**config.mk**
```make
export PLATFORM = sky130hd
export DESIGN_NAME = bounded_deque_with_indexed_read_flat
export DESIGN_NICKNAME = d
export VERILOG_FILES = /design/src/rtl/bdq_pkg.sv /design/src/rtl/bdq_if.sv /design/src/rtl/bounded_deque_with_indexed_read.sv /design/src/rtl/bdq_ram.sv /design/src/rtl/bdq_ctrl.sv /design/src/flat_wrapper.sv
export SDC_FILE = /design/constraint.sdc
export NUM_CORES = 1
export LEC_CHECK = 0
export BUFFER_PORTS_ARGS = -buffer_cell sky130_fd_sc_hd__buf_4
export CAP_MARGIN = 0
export CORE_ASPECT_RATIO = 0.8
export CORE_MARGIN = 4
export CORE_UTILIZATION = 51
export DETAILED_ROUTE_END_ITERATION = 10
export GPL_TIMING_DRIVEN = 1
export PLACE_DENSITY_LB_ADDON = 0.25
export SYNTH_ARGS = -nofsm -noshare
export SYNTH_HDL_FRONTEND = slang
export SYNTH_HIERARCHICAL = 1
export SYNTH_SLANG_ARGS = --single-unit
```
**constraint.sdc**
```tcl
create_clock -name clk_i -period 5 [get_ports clk_i]
set_clock_uncertainty 0.15 [all_clocks]
set_input_delay 1 -clock clk_i [delete_from_list [all_inputs] [get_ports clk_i]]
set_output_delay 1 -clock clk_i [all_outputs]
set_load 0.01 [all_outputs]
```
**src/rtl/bdq_pkg.sv**
```systemverilog
// shared types and constants of the bounded deque
package bdq_pkg;

  localparam int FUNC_W   = 3;
  localparam int DATA_W   = 32;
  localparam int INDEX_W  = 4;
  localparam int COUNT_W  = 5;
  localparam int STATUS_W = 2;

  typedef enum logic [FUNC_W-1:0] {
    FUNC_PUSH_FRONT = 3'd0,
    FUNC_POP_FRONT  = 3'd1,
    FUNC_PUSH_BACK  = 3'd2,
    FUNC_POP_BACK   = 3'd3,
    FUNC_READ_INDEX = 3'd4,
    FUNC_CLEAR      = 3'd5
  } func_e;

  typedef enum logic [STATUS_W-1:0] {
    ST_OK    = 2'd0,
    ST_EMPTY = 2'd1,
    ST_FULL  = 2'd2,
    ST_RANGE = 2'd3
  } status_e;

  // result fields that do not come from the store
  typedef struct packed {
    logic                 found;
    logic [COUNT_W-1:0]   count;
    status_e              status;
  } meta_t;

endpackage

```
**src/rtl/bdq_if.sv**
```systemverilog
// request and response channel interfaces of the bounded deque
interface bdq_req_if;
  logic                         valid;
  logic                         ready;
  logic [bdq_pkg::FUNC_W-1:0]   func;
  logic [bdq_pkg::DATA_W-1:0]   data_in;
  logic [bdq_pkg::INDEX_W-1:0]  index;

  modport source (output valid, func, data_in, index, input ready);
  modport sink   (input valid, func, data_in, index, output ready);
endinterface

interface bdq_rsp_if;
  logic                         valid;
  logic                         ready;
  logic [bdq_pkg::DATA_W-1:0]   data_out;
  logic                         found;
  logic [bdq_pkg::COUNT_W-1:0]  count;
  logic [bdq_pkg::STATUS_W-1:0] status;

  modport source (output valid, data_out, found, count, status, input ready);
  modport sink   (input valid, data_out, found, count, status, output ready);
endinterface

```
**src/rtl/bounded_deque_with_indexed_read.sv**
```systemverilog
// bounded double-ended queue with indexed read: top level
// usage: each request on req_i carries func (push front, pop front, push
// back, pop back, read index, clear), a data word and an index. every
// request gives exactly one response on rsp_o with the popped or read word,
// a found flag, the entry count after the operation and a status code.
// entries live in a single-port ram of DEPTH words addressed as a ring from
// a head pointer, with the entry count kept beside it.
// path: the ram is read or written at the edge that takes the request, the
// read word is held in the ram's read register, and the output register
// loads from it when the ram stage advances, which raises rsp_o.valid.
// throughput: one request per cycle while rsp_o.ready stays high, set by
// the single ram port that each request uses at most once.
// stalls: while rsp_o.ready is low the output register holds its response,
// one more request may sit in the ram stage, and req_i.ready then drops.
// reset: head pointer and count go to zero, no response is pending; the
// ram contents are not cleared, and no operation reads an entry that was
// never written.
module bounded_deque_with_indexed_read #(
  parameter int DEPTH      = 16,
  parameter int DATA_WIDTH = 32
) (
  input logic        clk_i,
  input logic        rst_ni,
  bdq_req_if.sink    req_i,
  bdq_rsp_if.source  rsp_o
);

  localparam int AW = $clog2(DEPTH);
  localparam int MW = (DATA_WIDTH < bdq_pkg::DATA_W) ? DATA_WIDTH : bdq_pkg::DATA_W;

  logic                       accept;
  logic                       advance;
  logic                       mem_we, mem_re;
  logic [AW-1:0]              mem_addr;
  logic [MW-1:0]              mem_rdata;
  logic [bdq_pkg::DATA_W-1:0] rdata_ext;
  bdq_pkg::meta_t             meta;

  logic                       p_valid_q;
  bdq_pkg::meta_t             p_meta_q;
  logic                       out_valid_q;
  logic [bdq_pkg::DATA_W-1:0] out_data_q;
  bdq_pkg::meta_t             out_meta_q;

  // ram stage moves on when the output register is free or being emptied
  assign advance     = p_valid_q && (!out_valid_q || rsp_o.ready);
  assign req_i.ready = !p_valid_q || advance;
  assign accept      = req_i.valid && req_i.ready;

  bdq_ctrl #(
    .DEPTH (DEPTH)
  ) u_ctrl (
    .clk_i      (clk_i),
    .rst_ni     (rst_ni),
    .accept_i   (accept),
    .func_i     (req_i.func),
    .index_i    (req_i.index),
    .mem_we_o   (mem_we),
    .mem_re_o   (mem_re),
    .mem_addr_o (mem_addr),
    .meta_o     (meta)
  );

  bdq_ram #(
    .DEPTH (DEPTH),
    .WIDTH (MW)
  ) u_ram (
    .clk_i   (clk_i),
    .we_i    (mem_we),
    .re_i    (mem_re),
    .addr_i  (mem_addr),
    .wdata_i (req_i.data_in[MW-1:0]),
    .rdata_o (mem_rdata)
  );

  always_comb begin
    rdata_ext         = '0;
    rdata_ext[MW-1:0] = mem_rdata;
  end

  always_ff @(posedge clk_i or negedge rst_ni) begin
    if (!rst_ni) begin
      p_valid_q   <= 1'b0;
      out_valid_q <= 1'b0;
    end else begin
      if (accept) begin
        p_valid_q <= 1'b1;
      end else if (advance) begin
        p_valid_q <= 1'b0;
      end
      if (advance) begin
        out_valid_q <= 1'b1;
      end else if (rsp_o.ready) begin
        out_valid_q <= 1'b0;
      end
    end
  end

  always_ff @(posedge clk_i) begin
    if (accept) begin
      p_meta_q <= meta;
    end
    if (advance) begin
      out_meta_q <= p_meta_q;
      out_data_q <= p_meta_q.found ? rdata_ext : '0;
    end
  end

  assign rsp_o.valid    = out_valid_q;
  assign rsp_o.data_out = out_data_q;
  assign rsp_o.found    = out_meta_q.found;
  assign rsp_o.count    = out_meta_q.count;
  assign rsp_o.status   = out_meta_q.status;

endmodule

```
**src/rtl/bdq_ram.sv**
```systemverilog
// single-port synchronous ram holding the deque entries
module bdq_ram #(
  parameter int DEPTH = 16,
  parameter int WIDTH = 32
) (
  input  logic                     clk_i,
  input  logic                     we_i,
  input  logic                     re_i,
  input  logic [$clog2(DEPTH)-1:0] addr_i,
  input  logic [WIDTH-1:0]         wdata_i,
  output logic [WIDTH-1:0]         rdata_o
);

  logic [WIDTH-1:0] mem [DEPTH];
  logic [WIDTH-1:0] rdata_q;

  always_ff @(posedge clk_i) begin
    if (we_i) begin
      mem[addr_i] <= wdata_i;
    end
    // read data holds while no read is issued
    if (re_i) begin
      rdata_q <= mem[addr_i];
    end
  end

  assign rdata_o = rdata_q;

endmodule

```
**src/rtl/bdq_ctrl.sv**
```systemverilog
// head pointer and entry count, ram access and status of each request
module bdq_ctrl #(
  parameter int DEPTH = 16
) (
  input  logic                             clk_i,
  input  logic                             rst_ni,
  input  logic                             accept_i,
  input  logic [bdq_pkg::FUNC_W-1:0]       func_i,
  input  logic [bdq_pkg::INDEX_W-1:0]      index_i,
  output logic                             mem_we_o,
  output logic                             mem_re_o,
  output logic [$clog2(DEPTH)-1:0]         mem_addr_o,
  output bdq_pkg::meta_t                   meta_o
);

  localparam int AW = $clog2(DEPTH);
  localparam int CW = $clog2(DEPTH + 1);
  localparam int XW = (CW > bdq_pkg::INDEX_W) ? CW : bdq_pkg::INDEX_W;

  logic [AW-1:0] head_q, head_d;
  logic [CW-1:0] count_q, count_d;
  logic          full, empty, out_of_range;
  logic [AW-1:0] head_dec;

  // ring position base + off, both below DEPTH
  function automatic logic [AW-1:0] wrap_pos(input logic [AW-1:0] base,
                                             input logic [CW-1:0] off);
    logic [CW:0] sum;
    sum = (CW+1)'(base) + (CW+1)'(off);
    if (sum >= (CW+1)'(DEPTH)) begin
      sum = sum - (CW+1)'(DEPTH);
    end
    return sum[AW-1:0];
  endfunction

  assign full         = (count_q == CW'(DEPTH));
  assign empty        = (count_q == '0);
  assign out_of_range = (XW'(index_i) >= XW'(count_q));
  assign head_dec     = (head_q == '0) ? AW'(DEPTH - 1) : head_q - AW'(1);

  always_comb begin
    head_d        = head_q;
    count_d       = count_q;
    mem_we_o      = 1'b0;
    mem_re_o      = 1'b0;
    mem_addr_o    = head_q;
    meta_o.found  = 1'b0;
    meta_o.status = bdq_pkg::ST_OK;
    unique case (bdq_pkg::func_e'(func_i))
      bdq_pkg::FUNC_PUSH_FRONT: begin
        if (full) begin
          meta_o.status = bdq_pkg::ST_FULL;
        end else begin
          head_d     = head_dec;
          count_d    = count_q + CW'(1);
          mem_we_o   = accept_i;
          mem_addr_o = head_dec;
        end
      end
      bdq_pkg::FUNC_POP_FRONT: begin
        if (empty) begin
          meta_o.status = bdq_pkg::ST_EMPTY;
        end else begin
          head_d       = wrap_pos(head_q, CW'(1));
          count_d      = count_q - CW'(1);
          mem_re_o     = accept_i;
          mem_addr_o   = head_q;
          meta_o.found = 1'b1;
        end
      end
      bdq_pkg::FUNC_PUSH_BACK: begin
        if (full) begin
          meta_o.status = bdq_pkg::ST_FULL;
        end else begin
          count_d    = count_q + CW'(1);
          mem_we_o   = accept_i;
          mem_addr_o = wrap_pos(head_q, count_q);
        end
      end
      bdq_pkg::FUNC_POP_BACK: begin
        if (empty) begin
          meta_o.status = bdq_pkg::ST_EMPTY;
        end else begin
          count_d      = count_q - CW'(1);
          mem_re_o     = accept_i;
          mem_addr_o   = wrap_pos(head_q, count_q - CW'(1));
          meta_o.found = 1'b1;
        end
      end
      bdq_pkg::FUNC_READ_INDEX: begin
        if (empty) begin
          meta_o.status = bdq_pkg::ST_EMPTY;
        end else if (out_of_range) begin
          meta_o.status = bdq_pkg::ST_RANGE;
        end else begin
          mem_re_o     = accept_i;
          mem_addr_o   = wrap_pos(head_q, CW'(index_i));
          meta_o.found = 1'b1;
        end
      end
      bdq_pkg::FUNC_CLEAR: begin
        head_d  = '0;
        count_d = '0;
      end
      default: begin
        // unused codes leave the state alone
      end
    endcase
    meta_o.count = bdq_pkg::COUNT_W'(count_d);
  end

  always_ff @(posedge clk_i or negedge rst_ni) begin
    if (!rst_ni) begin
      head_q  <= '0;
      count_q <= '0;
    end else if (accept_i) begin
      head_q  <= head_d;
      count_q <= count_d;
    end
  end

endmodule
```
**src/flat_wrapper.sv**
```systemverilog
// flat-port wrapper written by rule: the top's interface ports become plain ports
module bounded_deque_with_indexed_read_flat 
#(
  parameter int DEPTH      = 16,
  parameter int DATA_WIDTH = 32
)
  (clk_i, rst_ni, req_i_valid, req_i_func, req_i_data_in, req_i_index, req_i_ready, rsp_o_valid, rsp_o_data_out, rsp_o_found, rsp_o_count, rsp_o_status, rsp_o_ready);
  bdq_req_if req_i_i ();
  bdq_rsp_if rsp_o_i ();
  input logic clk_i;
  input logic rst_ni;
  input wire logic [$bits(req_i_i.valid)-1:0] req_i_valid;
  input wire logic [$bits(req_i_i.func)-1:0] req_i_func;
  input wire logic [$bits(req_i_i.data_in)-1:0] req_i_data_in;
  input wire logic [$bits(req_i_i.index)-1:0] req_i_index;
  output wire logic [$bits(req_i_i.ready)-1:0] req_i_ready;
  output wire logic [$bits(rsp_o_i.valid)-1:0] rsp_o_valid;
  output wire logic [$bits(rsp_o_i.data_out)-1:0] rsp_o_data_out;
  output wire logic [$bits(rsp_o_i.found)-1:0] rsp_o_found;
  output wire logic [$bits(rsp_o_i.count)-1:0] rsp_o_count;
  output wire logic [$bits(rsp_o_i.status)-1:0] rsp_o_status;
  input wire logic [$bits(rsp_o_i.ready)-1:0] rsp_o_ready;
  assign req_i_i.valid = req_i_valid;
  assign req_i_i.func = req_i_func;
  assign req_i_i.data_in = req_i_data_in;
  assign req_i_i.index = req_i_index;
  assign req_i_ready = req_i_i.ready;
  assign rsp_o_valid = rsp_o_i.valid;
  assign rsp_o_data_out = rsp_o_i.data_out;
  assign rsp_o_found = rsp_o_i.found;
  assign rsp_o_count = rsp_o_i.count;
  assign rsp_o_status = rsp_o_i.status;
  assign rsp_o_i.ready = rsp_o_ready;
  bounded_deque_with_indexed_read #(.DEPTH(DEPTH), .DATA_WIDTH(DATA_WIDTH)) u_core (.clk_i(clk_i), .rst_ni(rst_ni), .req_i(req_i_i), .rsp_o(rsp_o_i));
endmodule
```
# After elaboration in Yosys (flattened, before gate mapping)
# Memories as Yosys holds them, arrays and structs flattened. A register that Yosys moved wholly into a read port is not among the register bits.
# Index checks and enable logic that the tools add are counted.
# word_totals
mem_count	1
ff_bits	59
ram_bits	512
input_bits	43
# mem_list
memory	depth	width	read_ports	rd_ports_with_merged_regs	wr	line_no	text
u_core.u_ram.mem	16	32	1	1	1	bdq_ram.sv:14	logic [WIDTH-1:0] mem [DEPTH];
# classes
addsub	11
magnitude_cmp	5
reduce_logical	15
eq_ne	7
mux	37
# op_table
cell	n
two-way mux 4 bit	11
subtractor 4 x 1 -> 4 bit (second input constant)	5
case mux 4 bit (4 select lines)	1
two-way mux 1 bit	15
case mux 5 bit (3 select lines)	1
adder 4 x 5 -> 6 bit	2
greater-or-equal comparator 6 x 5 -> 1 bit (second input constant)	2
case mux 4 bit (3 select lines)	1
greater-or-equal comparator 5 bit (second input constant)	2
two-way mux 5 bit	2
== test 3 x 2 -> 1 bit (second input constant)	2
== test 3 bit (second input constant)	2
two-way mux 2 bit	3
case mux 2 bit (3 select lines)	1
adder 4 x 1 -> 5 bit (second input constant)	1
adder 4 x 4 -> 5 bit	1
adder 5 x 1 -> 5 bit (second input constant)	1
== test 5 bit (second input constant)	1
greater-or-equal comparator 4 x 5 -> 1 bit	1
zero test 5 bit	1
subtractor 5 x 1 -> 5 bit (second input constant)	1
zero test 4 bit	1
case mux 1 bit (2 select lines)	2
nonzero test 2 bit	2
other kinds (9)	13

# Longest topological paths before layout
# logic_depth
depth_word	9
mapped_depth	15
ltp_nobuf	13

# By module
# The synthesis kept the hierarchy.
# modules_own_cells
mod	seq_area_each_um2	area_each_um2	instances	cells_each
bdq_ram	16335.7	20183.1	1	840
bounded_deque_with_indexed_read	1491.4	1798.0	1	91
bdq_ctrl	225.2	1697.9	1	222

# Worst setup path after synthesis
# Ideal clock, no wire load.
# synth_path
path_type	input-to-reg
from	in req_i_index[0]
to	mem u_core.u_ram.mem[0][0] (enable)
n_path_buf	0
path_stages	10
setup_slack_ns	-0.670
setup_time_ns	0.461
t_arrival_ns	5.059
path_cell_list	inv_1 -> ha_1 -> nand2b_1 -> a211oi_1 -> o21ai_1 -> o21ai_1 -> a21bo_2 -> nand4_1 -> or3b_2 -> nor3_1
# synth_between
elab_chain_cells	6
word_cells_on_any_way	8
classes_between	2 x add/sub; 2 x order compare; 4 x mux
# synth_rtl
element	line_no	text
from (decl)	flat_wrapper.sv:15	input wire logic [$bits(req_i_i.index)-1:0] req_i_index;
adder 4 x 4 -> 5 bit	bdq_ctrl.sv:29	sum = (CW+1)'(base) + (CW+1)'(off);
subtractor 4 x 1 -> 4 bit / greater-or-equal comparator 5 bit (equally long branches)	bdq_ctrl.sv:31, bdq_ctrl.sv:30	
two-way mux 4 bit	bdq_ctrl.sv:30	if (sum >= (CW+1)'(DEPTH)) begin
two-way mux 4 bit *	bdq_ctrl.sv:93	end else if (out_of_range) begin
two-way mux 4 bit *	bdq_ctrl.sv:91	if (empty) begin
case mux 4 bit (4 select lines) *	bdq_ctrl.sv:49	unique case (bdq_pkg::func_e'(func_i))
named net u_core.mem_addr[2]	bounded_deque_with_indexed_read.sv:34	logic [AW-1:0] mem_addr;
to (decl)	bdq_ram.sv:14	
# Mark *: on every way through the listed nets, which the timed path passes. The rest lies on a longest branch.

# Worst setup path after layout
# layout_path
from	reg u_core.u_ctrl.count_q[1]
to	reg u_core.u_ram.rdata_q[19], in the netlist u_core/u_ram/rdata_o[19] (read register of u_core.u_ram.mem) (data pin)
# layout_between
elab_chain_cells	6
word_cells_on_any_way	22
classes_between	5 x add/sub; 3 x order compare; 1 x eq/ne; 12 x mux; 1 x reduce/logical
# layout_rtl
element	line_no	text
from (decl)	bdq_ctrl.sv:21	logic [CW-1:0] count_q, count_d;
from (signal assigned)	bdq_ctrl.sv:118	count_q <= count_d;
subtractor 5 x 1 -> 5 bit	bdq_ctrl.sv:86	mem_addr_o = wrap_pos(head_q, count_q - CW'(1));
adder 4 x 5 -> 6 bit	bdq_ctrl.sv:29	
greater-or-equal comparator 6 x 5 -> 1 bit / subtractor 4 x 1 -> 4 bit (equally long branches)	bdq_ctrl.sv:30, bdq_ctrl.sv:31	
two-way mux 4 bit	bdq_ctrl.sv:30	
two-way mux 4 bit	bdq_ctrl.sv:81	if (empty) begin
case mux 4 bit (4 select lines) *	bdq_ctrl.sv:49	
named net u_core.mem_addr[2]	bounded_deque_with_indexed_read.sv:34	
to (decl)	bdq_ram.sv:15	logic [WIDTH-1:0] rdata_q;
# Marks and branches as above.
# A chain may end at the register's enable or synchronous reset.

==> metrics.cfg <==
[run_status]
outcome=complete, no violations

[sta]
relSlewSlack_pct=40.2
tns_ns=0
worst_pin_slew_ns=0.894
rsz0062_at_grt=no
hold_viol=0
fin_crit_sh_pct=86.7
timing.final.ws_setup_ns=0.666
report.final.slew_viol_count=0
min_period_ns=4.33
setup_viol=0
fmax_ghz=0.231

[grt]
grt_overflow=0
use_met1_pct=32.1
grt_use_met2_pct=32.4
grt-busiest-layer=met2
grt_pass1_wl_mm=78.9
antenna_found_initial=2
grt_max_degree=47
met3_usage_pct=3.82
track_usage_pct=21.1
grt_pass1_vias=11900

[clocking]
cts_tree=built
cts_root_buf=clkbuf_16
hold_buffers=0
cts-htree-levels=2
cts_buffer_depth=3
cts_resized=0
clock_sinks=603
cts_made_buffers=56
cts_setup_buffers=0
clock_latency_ns=0.61
path_clk_slew_ns=0.07

[synth]
avgSynthCellArea_um2=20.5
synthDominantCellAreaShare_pct=75.1
ys_seq_area_share_pct=76.2
synth_top_area_cell=edfxtp_1
synth_area_mm2=0.0237
syn_nets=1217
synth_cells=1153
yosys_warnings=6
synth_edf_count=592
synthFlopType=edfxtp_1
ys_types=59
synth_most_common_cell=edfxtp_1
async_reset_ff_share_pct=1.82
ys_seq_elements=603
synthTopCellsByCount=edfxtp_1, mux4_2, a22oi_1
yosys-top-cells-area=edfxtp_1, mux4_2, a22oi_1, dfrtp_1, and2_2

[cells_and_area]
final_cell_area_mm2=0.0277
drive_above_1_share_pct=32.7
diodes=0
final_nets=1354
area_growth_pct=17.2

[drt]
wire_per_inst_um=27.0
wirelength_mm=52.6
drc=0
drt_iter0_markers=1280
ant_nets=0
firstDrtPassIters=6
vias=11900
viasPerCell=6.08

[worst_setup_path]
crit_top_cell=nand2_1
path_class=reg -> reg
cp_cell_sequence=inv_1, ha_1, nor3b_4, nand2_1, o21ai_1, a31oi_1, o21ai_0, nand4_1, nor2_4, buf_4, a22oi_1, nand2_1
cp_max_fo=21
worstSetupStartpointType=register
slowest_stage=nor2_4
arrival_ns=4.66
max_stage_delay_ns=0.84
critPathCaptureType=register
cp_data_required_time_ns=5.33

[floorplan]
die_x_um=249
pin_count=85
initial_utilization_pct=51.7
core.rowCount=70
dieArea_mm2=0.0500
core_mm2=0.0458
die_height_um=201

[power]
seq_power_share_pct=39.8
leakage_nw=9.12
comb_power_share_pct=28.9
cellPowerDensity_mw_per_mm2=549
peakVddDrop_mv=0.376
p_int_w=0.0108
switching_share_pct=28.9
p_sw_w=0.00440
power.share.clock_pct=31.3
p_total_w=0.0152

[place]
gp_congestion=0.823
dp_slack_ns=0.449
portBuffers=84
postPlaceCellArea_mm2=0.0256
hpwl_mm=29.4

[run]
max_cap_viol_count=0

[worst_hold_path]
hold_path.class=in -> async

## sequential cells by signal, indices dropped and copies added (netlist names)
signal and cells:
u_core/u_ram/rdata_o 32, u_core/u_ram/mem 512, u_core/rsp_o.data_out 32, u_core/rsp_o.found 1, u_core/u_ctrl/head_q 4, u_core/p_valid_q 1, u_core/p_meta_q 8, u_core/u_ctrl/count_q 5
u_core/rsp_o.count 5, u_core/rsp_o.valid 1, u_core/rsp_o.status 2
## critical path, delay by kind of cell (launching register included)
kind,cells,cell delay [ns]
DFF,1,0.45
AOI/OAI and AO/OA,4,0.50
buffers and inverters,2,0.67
adders and majority gates,1,0.35
and+or+nand+nor,5,2.06
## power by group through the flow
| stage | clock (W) | sequential, W | combinational [W] |
|---|---|---|---|
| after floorplan | 0 | 0.00611 | 0.00311 |
| after global placement | 0 | 0.00616 | 0.00437 |
| after detailed placement | 0 | 0.00617 | 0.00443 |
| after CTS | 0.00485 | 0.00606 | 0.00445 |
| after global routing | 0.00509 | 0.00608 | 0.00476 |
| final | 0.00477 | 0.00606 | 0.00441 |
## final timing paths
kind | startpoint | to | slack, ns | depth (start not counted)
worst max-delay path | u_core/u_ctrl/count_q[1] | u_core/u_ram/rdata_o[19] | 0.67 | 12
worst max register to register | u_core/u_ctrl/count_q[1] | u_core/u_ram/rdata_o[19] | 0.67 | 12
worst min register to register | u_core/p_meta_q[2] | u_core/rsp_o.count[0] | 0.27 | 0
max in group asynchronous | rst_ni | u_core/rsp_o.valid | 4.46 | 1
worst min-delay path | rst_ni | u_core/u_ctrl/head_q[2] | 0.07 | 1
min in group clk_i | u_core/p_meta_q[2] | u_core/rsp_o.count[0] | 0.27 | 0
## logic make-up after synthesis
logic type,share of synthesized area [%]
xor gates and xnor gates,0.407
muxes,12.4
adders and majority gates,1.20
AOI/OAI and AO/OA,4.23
DFF,76.2
buffers and inverters,1.65
and+or+nand+nor,3.87
## cells in the final DEF (no fill, tap or decap), types with 5 or more instances in the layout
cell / count
edfxtp_1: 592
mux4_2: 128
buf_4: 120
a22oi_1: 64
clkbuf_16: 57
nand2_1: 45
and2_2: 35
buf_12: 24
ha_1: 18
nor2_1: 17
bufinv_16: 15
o21ai_1: 15
inv_1: 14
nor2_4: 13
clkinv_2: 12
dfrtp_1: 11
a21oi_1: 11
o21ai_0: 11
nand2b_1: 9
nand3_1: 9
a31oi_1: 9
clkinvlp_4: 7
clkinv_1: 6
xor2_1: 6
nor3_1: 6
a22o_1: 5
a211oi_1: 5
xnor2_1: 5
## per-stage QoR
stage | hold slack (ns) | util (%) | cells
after floorplan | 0.250 | - | 1153
after global placement | 0.254 | 56.0 | 1844
after detailed placement | 0.255 | 56.0 | 1844
after CTS | 0.0417 | 60.6 | 1950
after global routing | 0.0591 | 60.6 | 1950
final | 0.0711 | 60.6 | 1950
## cell type report
class                      count  area (um2)
clock buffer                  61        1440
clock inverter                45         658
fill                        3205       18100
inverter                      15        56.3
multi-input combinational    470        5390
sequential                   603       18100
tap                          612         766
timing repair buffer         144        1380
## layer usage
layer / vias up / share of wire (%)
met3: 68 / 6.9
met5: - / 0.025
met1: 6280 / 44
li1: 5040 / -
met4: 2 / 1.8
met2: 464 / 47
(Power assumes the default switching activity.)
